[config.mk]
export PLATFORM = sky130hd
export DESIGN_NAME = three_axis_decimating_averager_core
export DESIGN_NICKNAME = d
export VERILOG_FILES = /design/src/rtl/tdavg_pkg.sv /design/src/rtl/tdavg_lane.sv /design/src/rtl/tdavg_ctrl.sv /design/src/rtl/three_axis_decimating_averager_core.sv
export SDC_FILE = /design/constraint.sdc
export NUM_CORES = 2
export LEC_CHECK = 0
export BUFFER_PORTS_ARGS = -buffer_cell sky130_fd_sc_hd__buf_2
export CAP_MARGIN = 10
export CORE_MARGIN = 2
export CORE_UTILIZATION = 35
export DETAILED_ROUTE_END_ITERATION = 12
export GPL_TIMING_DRIVEN = 0
export PLACE_DENSITY_LB_ADDON = 0.1
export SLEW_MARGIN = 10
export SYNTH_ARGS = -nofsm -noshare
export SYNTH_HDL_FRONTEND = slang
export SYNTH_HIERARCHICAL = 1
export SYNTH_SLANG_ARGS = --single-unit
export TNS_END_PERCENT = 5
[constraint.sdc]
create_clock -name clk -period 20.4 [get_ports clk]
set_input_delay 0 -clock clk [delete_from_list [all_inputs] [get_ports clk]]
set_output_delay 0 -clock clk [all_outputs]
set_load 0.05 [all_outputs]
[src/rtl/tdavg_pkg.sv]
// Shared types and constants for the decimating averager.
package tdavg_pkg;

  localparam int SCALE_W   = 32;
  localparam int FIELD_W   = 32;
  localparam int STATUS_W  = 24;
  localparam int STAMP_W   = 64;
  localparam int FACTOR_W  = 16;
  localparam int CFG_W     = 32;
  localparam int CFG_IDX_W = 1;
  localparam int OUT_W     = 3 * FIELD_W + STATUS_W + STAMP_W;

  localparam logic [FACTOR_W-1:0] FACTOR_RST = 16'd1;
  localparam logic [SCALE_W-1:0]  SCALE_RST  = 32'h0001_0000;
  localparam logic [FIELD_W-1:0]  FIELD_MAX  = 32'h7FFF_FFFF;
  localparam logic [FIELD_W-1:0]  FIELD_MIN  = 32'h8000_0000;

  typedef enum logic [CFG_IDX_W-1:0] {
    REG_FACTOR = 1'b0,
    REG_SCALE  = 1'b1
  } tdavg_reg_t;

  typedef enum logic [2:0] {
    ST_IDLE,
    ST_ABS,
    ST_DIV,
    ST_MUL,
    ST_SAT,
    ST_DONE
  } tdavg_state_t;

  // sequencer to the axis lanes
  typedef struct packed {
    logic load;
    logic abs_en;
    logic div_en;
    logic mul_en;
    logic sat_en;
    logic scale_bit;
  } tdavg_lane_ctl_t;

  // sequencer to the top level
  typedef struct packed {
    logic ready;
    logic load_out;
  } tdavg_stat_t;

endpackage

[src/rtl/tdavg_lane.sv]
// One axis: magnitude, bit-serial divide, bit-serial multiply by scale, saturation.
module tdavg_lane import tdavg_pkg::*; #(
  parameter int MW = 40,
  parameter int FB = 16
) (
  input  logic                  clk,
  input  tdavg_lane_ctl_t       ctl,
  input  logic [MW-1:0]         start_val,
  input  logic [FB-1:0]         divisor,
  output logic [FIELD_W-1:0]    field
);

  localparam int PW = MW + SCALE_W;

  logic                neg;
  logic [MW-1:0]       work;
  logic [FB-1:0]       rem;
  logic [MW-1:0]       acc;
  logic [SCALE_W-1:0]  lo;

  logic [FB:0]         shifted;
  logic [FB+1:0]       diff;
  logic                fits;
  logic [MW:0]         madd;
  logic [PW-1:0]       prod;
  logic [63:0]         p64;
  logic [55:0]         q;
  logic                over;
  logic [FIELD_W-1:0]  sat_val;

  // restoring divide: one quotient bit per cycle shifts into work
  assign shifted = {rem, work[MW-1]};
  assign diff    = {1'b0, shifted} - {2'b00, divisor};
  assign fits    = !diff[FB+1];

  // shift-add multiply, scale lsb first; low product bits fall into lo
  assign madd = {1'b0, acc} + (ctl.scale_bit ? {1'b0, work} : '0);

  // product kept modulo 2^64, then Q16.16 -> Q24.8
  assign prod = {acc, lo};
  assign p64  = 64'(prod);
  assign q    = p64[63:8];
  assign over = |q[55:31];

  always_comb begin
    if (neg) begin
      sat_val = over ? FIELD_MIN : (~q[FIELD_W-1:0] + 1'b1);
    end else begin
      sat_val = over ? FIELD_MAX : q[FIELD_W-1:0];
    end
  end

  always_ff @(posedge clk) begin
    if (ctl.load) begin
      work <= start_val;
    end else if (ctl.abs_en) begin
      neg  <= work[MW-1];
      work <= work[MW-1] ? (~work + 1'b1) : work;
      rem  <= '0;
      acc  <= '0;
    end else if (ctl.div_en) begin
      rem  <= fits ? diff[FB-1:0] : shifted[FB-1:0];
      work <= {work[MW-2:0], fits};
    end else if (ctl.mul_en) begin
      acc <= madd[MW:1];
      lo  <= {madd[0], lo[SCALE_W-1:1]};
    end else if (ctl.sat_en) begin
      field <= sat_val;
    end
  end

endmodule

[src/rtl/tdavg_ctrl.sv]
// Sequencer: steps the lanes through magnitude, divide, multiply and saturate.
module tdavg_ctrl import tdavg_pkg::*; #(
  parameter int MW = 40
) (
  input  logic                clk,
  input  logic                rst,
  input  logic                start,
  input  logic [SCALE_W-1:0]  scale,
  input  logic                out_free,
  output tdavg_lane_ctl_t     ctl,
  output tdavg_stat_t         stat
);

  localparam int CNT_W = $clog2((MW > SCALE_W) ? MW : SCALE_W);

  tdavg_state_t        state, state_next;
  logic [CNT_W-1:0]    cnt;
  logic [SCALE_W-1:0]  sreg;

  always_comb begin
    state_next = state;
    unique case (state)
      ST_IDLE: if (start) state_next = ST_ABS;
      ST_ABS:  state_next = ST_DIV;
      ST_DIV:  if (cnt == '0) state_next = ST_MUL;
      ST_MUL:  if (cnt == '0) state_next = ST_SAT;
      ST_SAT:  state_next = ST_DONE;
      ST_DONE: if (out_free) state_next = ST_IDLE;
      default: state_next = ST_IDLE;
    endcase
  end

  always_comb begin
    ctl           = '0;
    stat          = '0;
    ctl.scale_bit = sreg[0];
    unique case (state)
      ST_IDLE: begin
        stat.ready = 1'b1;
        ctl.load   = start;
      end
      ST_ABS:  ctl.abs_en = 1'b1;
      ST_DIV:  ctl.div_en = 1'b1;
      ST_MUL:  ctl.mul_en = 1'b1;
      ST_SAT:  ctl.sat_en = 1'b1;
      ST_DONE: stat.load_out = out_free;
      default: ;
    endcase
  end

  always_ff @(posedge clk) begin
    if (rst) begin
      state <= ST_IDLE;
      cnt   <= '0;
    end else begin
      state <= state_next;
      unique case (state)
        ST_ABS:  cnt <= CNT_W'(MW - 1);
        ST_DIV:  cnt <= (cnt == '0) ? CNT_W'(SCALE_W - 1) : cnt - 1'b1;
        ST_MUL:  cnt <= cnt - 1'b1;
        default: cnt <= cnt;
      endcase
    end
  end

  always_ff @(posedge clk) begin
    if (state == ST_IDLE && start) begin
      sreg <= scale;
    end else if (state == ST_MUL) begin
      sreg <= {1'b0, sreg[SCALE_W-1:1]};
    end
  end

  a_start_goes_busy: assert property (@(posedge clk) disable iff (rst)
    (state == ST_IDLE && start) |=> (state == ST_ABS))
    else $error("start did not leave idle");

  a_sat_then_done: assert property (@(posedge clk) disable iff (rst)
    (state == ST_SAT) |=> (state == ST_DONE && !stat.ready))
    else $error("saturate step not followed by done");

endmodule

[src/rtl/three_axis_decimating_averager_core.sv]
// Top level: config registers, window accumulators, three axis lanes and output register.
// Sequence: an item that closes a window (or any item in pass-through) is loaded into the lanes,
//   runs magnitude, divide, multiply and saturate, then waits for a free output register.
// Flow: no new such item is taken until that result is loaded into the output register; the
//   bit-serial divider (one quotient bit a cycle) and the serial scale multiplier keep it busy.
//   Items that only accumulate are taken every cycle while the sequencer is idle.
// Reset: synchronous; clears accumulators, window count and output valid, factor 1, scale 1.0.
module three_axis_decimating_averager_core import tdavg_pkg::*; #(
  parameter int SAMPLE_BITS = 24,
  parameter int FACTOR_BITS = 16
) (
  input  logic                  clk,
  input  logic                  rst,
  input  logic                  s_tvalid,
  output logic                  s_tready,
  // raw_x, raw_y, raw_z, sample_status, stamp_us, zero pad
  input  logic [((3*SAMPLE_BITS+STATUS_W+STAMP_W+7)/8)*8-1:0] s_tdata,
  output logic                  m_tvalid,
  input  logic                  m_tready,
  // field_x, field_y, field_z, out_status, out_stamp_us
  output logic [OUT_W-1:0]      m_tdata,
  input  logic                  cfg_we,
  input  logic [CFG_IDX_W-1:0]  cfg_index,
  input  logic [CFG_W-1:0]      cfg_data
);

  localparam int MW  = SAMPLE_BITS + FACTOR_BITS;
  localparam int SB3 = 3 * SAMPLE_BITS;

  logic [FACTOR_W-1:0]      decim_factor;
  logic [SCALE_W-1:0]       scale;
  logic [MW-1:0]            sum [3];
  logic [MW-1:0]            sum_new [3];
  logic [MW-1:0]            start_val [3];
  logic [FACTOR_BITS-1:0]   window_count;
  logic [FACTOR_BITS-1:0]   count_new;
  logic [FACTOR_BITS-1:0]   factor_eff;
  logic [FACTOR_BITS-1:0]   divisor;
  logic [STATUS_W-1:0]      status_hold;
  logic [STAMP_W-1:0]       stamp_hold;
  logic [FIELD_W-1:0]       field [3];

  logic            accept;
  logic            pass;
  logic            close;
  logic            start;
  logic            out_free;
  tdavg_lane_ctl_t lane_ctl;
  tdavg_stat_t     stat;

  assign factor_eff = decim_factor[FACTOR_BITS-1:0];
  assign pass       = (factor_eff <= FACTOR_BITS'(1));
  assign accept     = s_tvalid && s_tready;
  // count never exceeds the largest factor minus one, so +1 cannot wrap
  assign count_new  = window_count + 1'b1;
  assign close      = (count_new >= factor_eff);
  assign start      = accept && (pass || close);
  assign out_free   = !m_tvalid || m_tready;
  assign s_tready   = stat.ready;

  for (genvar a = 0; a < 3; a++) begin : g_axis
    logic [SAMPLE_BITS-1:0] raw;
    logic [MW-1:0]          sext;

    assign raw          = s_tdata[a*SAMPLE_BITS +: SAMPLE_BITS];
    assign sext         = {{FACTOR_BITS{raw[SAMPLE_BITS-1]}}, raw};
    assign sum_new[a]   = sum[a] + sext;
    assign start_val[a] = pass ? sext : sum_new[a];

    tdavg_lane #(
      .MW (MW),
      .FB (FACTOR_BITS)
    ) u_lane (
      .clk       (clk),
      .ctl       (lane_ctl),
      .start_val (start_val[a]),
      .divisor   (divisor),
      .field     (field[a])
    );
  end

  tdavg_ctrl #(
    .MW (MW)
  ) u_ctrl (
    .clk      (clk),
    .rst      (rst),
    .start    (start),
    .scale    (scale),
    .out_free (out_free),
    .ctl      (lane_ctl),
    .stat     (stat)
  );

  always_ff @(posedge clk) begin
    if (rst) begin
      decim_factor <= FACTOR_RST;
      scale        <= SCALE_RST;
      window_count <= '0;
      m_tvalid     <= 1'b0;
      for (int a = 0; a < 3; a++) begin
        sum[a] <= '0;
      end
    end else begin
      if (cfg_we) begin
        unique case (tdavg_reg_t'(cfg_index))
          REG_FACTOR: decim_factor <= cfg_data[FACTOR_W-1:0];
          REG_SCALE:  scale        <= cfg_data[SCALE_W-1:0];
        endcase
      end
      if (accept && !pass) begin
        window_count <= close ? '0 : count_new;
        for (int a = 0; a < 3; a++) begin
          sum[a] <= close ? '0 : sum_new[a];
        end
      end
      if (stat.load_out) begin
        m_tvalid <= 1'b1;
      end else if (m_tready) begin
        m_tvalid <= 1'b0;
      end
    end
  end

  always_ff @(posedge clk) begin
    if (start) begin
      divisor     <= pass ? FACTOR_BITS'(1) : factor_eff;
      status_hold <= s_tdata[SB3 +: STATUS_W];
      stamp_hold  <= s_tdata[SB3+STATUS_W +: STAMP_W];
    end
    if (stat.load_out) begin
      m_tdata <= {stamp_hold, status_hold, field[2], field[1], field[0]};
    end
  end

  a_out_from_seq: assert property (@(posedge clk) disable iff (rst)
    $rose(m_tvalid) |-> $past(stat.load_out))
    else $error("output beat appeared without a finished result");

  a_close_clears: assert property (@(posedge clk) disable iff (rst)
    (accept && !pass && close) |=> (window_count == '0 && sum[0] == '0))
    else $error("window close did not clear the accumulators");

  a_pass_keeps_count: assert property (@(posedge clk) disable iff (rst)
    (accept && pass && !cfg_we) |=> (window_count == $past(window_count)))
    else $error("pass-through changed the window count");

endmodule
After elaboration in Yosys (flattened, before gate mapping)
Memory sizes are Yosys's and may differ from the RTL's. Cells that the tools add are included. W data, S select, Z words.

Word-level logic and storage cells: 181. Latch bits: 0. Input port bits: 198. ROM bits: 0. Memory bits (writable): 120. Register bits after elaboration: 877. Memories kept: 1. Output and inout port bits: 186.

Div/mod/pow operators: 0. Shift-type cells: 0. Order comparisons: 2. Add/sub/neg operators: 17. Reduce and logical (&&, ||, !) cells: 33. Muxes and demuxes: 69. Equality and inequality tests: 13. Bitwise logic cells: 14. $mul: 0.

Memory list: sum (words 3, bits a word 40, read ports 3, clocked after memory_dff 0, wr ports 3, RTL line three_axis_decimating_averager_core.sv:32) `logic [MW-1:0] sum [3];`.

Operators with widths (count): $mux W40 (30); $mux W32 (11); $add A40 B41 Y41 (3); $add A40 B1 Y40 const B (3); $add A40 B40 Y40 (3); $not A40 Y40 (3); $mux W16 (7); $add A32 B1 Y32 const B (3); $not A32 Y32 (3); $reduce_or A25 Y1 (3); $sub A17 B16 Y18 (3); $pmux W3 S6 (1); $pmux W6 S3 (1); $add A16 B1 Y16 const B (1); $ge A16 B16 Y1 (1); $le A16 B1 Y1 const B (1); $mux W1 (14); $reduce_and A2 Y1 (7); $mux W3 (4); $ne A2 B1 Y1 const B (5); $reduce_and A4 Y1 (2); $reduce_bool A2 Y1 (4); $eq A3 B2 Y1 const B (2); $eq A3 B3 Y1 const B (2); other kinds (15) (31).

Longest topological paths before layout
Word-level depth: 8. Depth in mapped cells: 23. Mapped depth without buffers: 20.

Cells and area by module
The synthesis kept the hierarchy.

By module, submodules not included: three_axis_decimating_averager_core (seq. area each 13553.0 µm², cells an instance 2116, area an instance 23532.6 µm², times used 1); tdavg_lane at g_axis[1].u_lane ... (seq. area each 4594.4 µm², cells an instance 1114, area an instance 10692.8 µm², times used 2); tdavg_lane at g_axis[0].u_lane (seq. area each 4594.4 µm², cells an instance 1160, area an instance 10821.6 µm², times used 1); tdavg_ctrl (seq. area each 1141.1 µm², cells an instance 142, area an instance 1923.1 µm², times used 1).

Worst setup path before layout
No wires, ideal clock.

Kind: flip-flop to flip-flop. Start: reg window_count[2]. End: reg g_axis[0].u_lane.work[10] (enable). Cell stages (with the launch flop): 20. Library setup time: 401 ps. Arrival time: 9181 ps. Path buffers: 3. Required time: 19999 ps. Period minus slack after synthesis: 9583 ps. Slack: 10817 ps. Cell sequence: dfxtp_1 > nand3_1 > nor3_1 > and3_1 > and3_1 > nand3_1 > nor2_1 > xor2_1 > ha_1 > and4_1 > nand3_1 > o21ai_0 > nor2_1 > nor2_1 > and2_1 > buf_2 > buf_4 > clkbuf_1 > a21o_1 > nand2b_1.

RTL lines: start, declared (RTL line three_axis_decimating_averager_core.sv:35) `logic [FACTOR_BITS-1:0] window_count;`; start signal, assigned (RTL line three_axis_decimating_averager_core.sv:111) `window_count <= close ? '0 : count_new;`; end signal, assigned (RTL line tdavg_lane.sv:55) `work <= start_val;`; end signal, assigned (RTL line tdavg_lane.sv:58) `work <= work[MW-1] ? (~work + 1'b1) : work;`; end signal, assigned (RTL line tdavg_lane.sv:63) `work <= {work[MW-2:0], fits};`; end, declared (RTL line tdavg_lane.sv:16) `logic [MW-1:0] work;`.

==> metrics.cfg <==
[critical_path]
crit_type = flop to flop
critPathLaunchType = flop
cp.arrival_ns = 7.14
crit_path_end_kind = flop
crit_path_start = window_count[2]
worstPathRequired_ns = 20.89
r2r-start = window_count[2]
critPathMaxFanout = 21

[clocking]
cts_htree_levels = 3
cts_resized = 0
clk_pin_slew_ns = 0.06
cts_root_buf = clkbuf_16
cts-buffers-inserted = 116
clock_sinks = 973
insertion_delay_ns = 0.75
clk_path_buf_depth = 3
cts_tree = built

[global_routing]
grt_overflow = 0
antenna_found_initial = 17
grt_max_degree = 84
grt_pass1_vias = 44500
grt_pass1_wl_um = 264000
track_usage_pct = 19.8

[power]
pwr-share-comb_pct = 39.6
intPower_mw = 5.30
switching_share_pct = 37.8
p_per_area_mw_per_mm2 = 122
vdd_drop_max_uv = 88.8
p_leak_nw = 26.9
seqPwrFrac_pct = 35.2
pwr-share-clk_pct = 25.2
power_switching_mw = 3.22

[timing]
finalCritPeriodShare_pct = 32.6
hold_slack_ns = 0.0593
period_needed_ns = 6.65
setup_viol = 0
fmax_mhz = 150
finalMaxSlewViolations = 0
finalSetupTns_ns = 0
rsz0062_at_grt = no
fin_skew_ns = 0.0351
relSlewSlack_pct = 16.3
layout_setup_ws_ns = 13.75
hold_violations = 0
worst_pin_slew_ns = 1.26

[route]
drt_iter0_drc = 3495
num_vias = 45900
postRouteAntennaNets = 0
vias_per_cell = 5.24
wire_per_inst_um = 19.5
drc = 0
dr.pass1.iters = 5
totalWireLength_um = 171000

[placement]
placed_area_mm2 = 0.0629
gp_congestion = 0.886
dp_slack_ns = 13.71
hpwl_um = 128000
io_buffers = 383

[final_layout]
layout.nets = 6990
multiInputGateArea_mm2 = 0.0275
drive_above_1_share_pct = 11.6
layout_commonest_cell = edfxtp_1
nFillCells = 15900
area_delta_synth_final_pct = 21.1
final_cell_mix = edfxtp_1 (899), nor2_1 (568), a21oi_1 (455), nand2_1 (454), buf_2 (398)
seq_area_mm2 = 0.0285
utilization_pct = 42.8
design_area_mm2 = 0.0698

[flow_run]
drv_cap = 0

[outcome]
status = finished clean

[floorplan]
coreArea_mm2 = 0.163
dieWidth_um = 410
ios = 384
die_area_mm2 = 0.168
rows = 148
fp.dieH_um = 410
initial_core_util_pct = 35.3

[yosys]
synthArstFlopShare_pct = 0
netlist_area_mm2 = 0.0577
syn_area_per_cell_um2 = 10.2
yosys_warnings = 6
synth_edf_count = 899
synth-main-ff-cell = edfxtp_1
ys_seq_elements = 973
synth.distinct_cells = 104
synth-seq-area-share_pct = 49.4
synth_nets = 6162
synth_cells = 5646

[worst_hold_path]
min-delay-start = cfg_data[24]
worstHoldPathType = primary input to flop

-- power by group through the flow --
stage	clock network [mW]	registers [mW]	logic, mW
2_1_floorplan	0	2.93	2.42
3_3_place_gp	0	3.06	3.23
3_5_place_dp	0	3.03	3.30
4_1_cts	2.22	2.99	3.36
5_1_grt	2.29	3.04	3.76
6_report	2.15	3.00	3.37
-- layer usage --
metal / vias to the layer above / track usage [%] / wire length, µm
li1: 22500 / - / -
met1: 22000 / 29.9 / 85600
met2: 1151 / 29.6 / 72400
met3: 209 / 2.92 / 8770
met4: 10 / 4.68 / 3690
met5: - / 0 / 54
-- per-stage QoR --
| step | total power, mW | instances |
|---|---|---|
| floorplan | 5.35 | 5646 |
| finish | 8.52 | 8751 |
| global route | 9.09 | 8749 |
| CTS | 8.57 | 8747 |
| detailed placement | 6.33 | 8239 |
| global placement | 6.29 | 8204 |
-- critical path: stages (launching register included) --
cell,delay (ns)
dfxtp_1,0.42
nand3_1,0.23
nor3_1,0.36
and3_1,0.28
and3_1,0.25
nand3_1,0.22
nor2_1,0.20
xor2_1,0.10
ha_1,0.31
and4_1,0.22
nand3_1,0.08
o21ai_0,0.40
nor2_1,0.14
nor2_4,0.60
and2_1,0.22
buf_2,0.17
buf_4,0.44
clkbuf_1,0.52
buf_1,0.63
a21oi_4,0.28
buf_16,0.28
-- state kept, by name, indices dropped and copies added (netlist names) --
register             cells
g_axis.u_lane/rem       48
g_axis.u_lane/neg        3
g_axis.u_lane/work     120
g_axis.u_lane/field     96
u_ctrl/cnt               6
g_axis.u_lane/lo        72
m_tvalid                 1
u_ctrl/state             3
scale                   32
divisor                 16
m_tdata                184
sum                    120
status_hold             24
window_count            16
stamp_hold              64
u_ctrl/sreg             32
g_axis.u_lane/acc      120
decim_factor            16
-- synthesized netlist by cell type, types with 50 or more instances --
cell / number / area share (%)
ha_1: 309 / 6.7
nor4_1: 50 / 0.54
nor2b_1: 66 / 0.72
xnor2_1: 190 / 2.9
nand2_1: 454 / 3.0
nand2b_1: 53 / 0.58
and2_1: 153 / 1.7
or3_1: 56 / 0.61
o21ai_0: 367 / 3.2
dfxtp_1: 74 / 2.6
a21oi_1: 458 / 4.0
inv_1: 166 / 1.1
nand4_1: 52 / 0.56
a21o_1: 187 / 2.4
xor2_1: 199 / 3.0
clkbuf_1: 244 / 1.6
nand3_1: 94 / 0.82
edfxtp_1: 899 / 47
a31oi_1: 59 / 0.64
nor3_1: 112 / 0.97
nor2_1: 576 / 3.7
nor3b_1: 111 / 1.4
-- cell type report --
class / instances / share of cell area [%]
Inverter: 169 / 0.919
Antenna cell: 4 / 0.0143
Buffer: 293 / 1.63
Clock buffer: 142 / 4.34
Timing Repair Buffer: 710 / 7.70
Sequential cell: 973 / 40.8
Tap cell: 2175 / 3.90
Multi-Input combinational cell: 4211 / 39.4
Clock inverter: 74 / 1.31
-- kinds of logic after synthesis --
logic type	after synthesis	synth area share, %
xor+xnor	389	5.91
compound gates	1509	16.7
fa+ha+maj	318	7.02
simple gates	1914	16.4
mux	81	1.51
flops	973	49.4
buf+inv	462	3.08
-- final timing paths --
check,slack (ns),cells after the start,end
max,13.75,20,g_axis[0].u_lane/acc[8]
min,0.06,4,scale[24]
max reg2reg,13.75,20,g_axis[0].u_lane/acc[8]
min reg2reg,0.39,0,m_tdata[120]
-- repair_timing --
action	CTS	global route
setup buffers	0	0
setup endpoints to repair	0	0
endpoints found under the hold margin	308	0
hold buffers	292	0
Note: power is estimated with default switching activity, not from simulation.
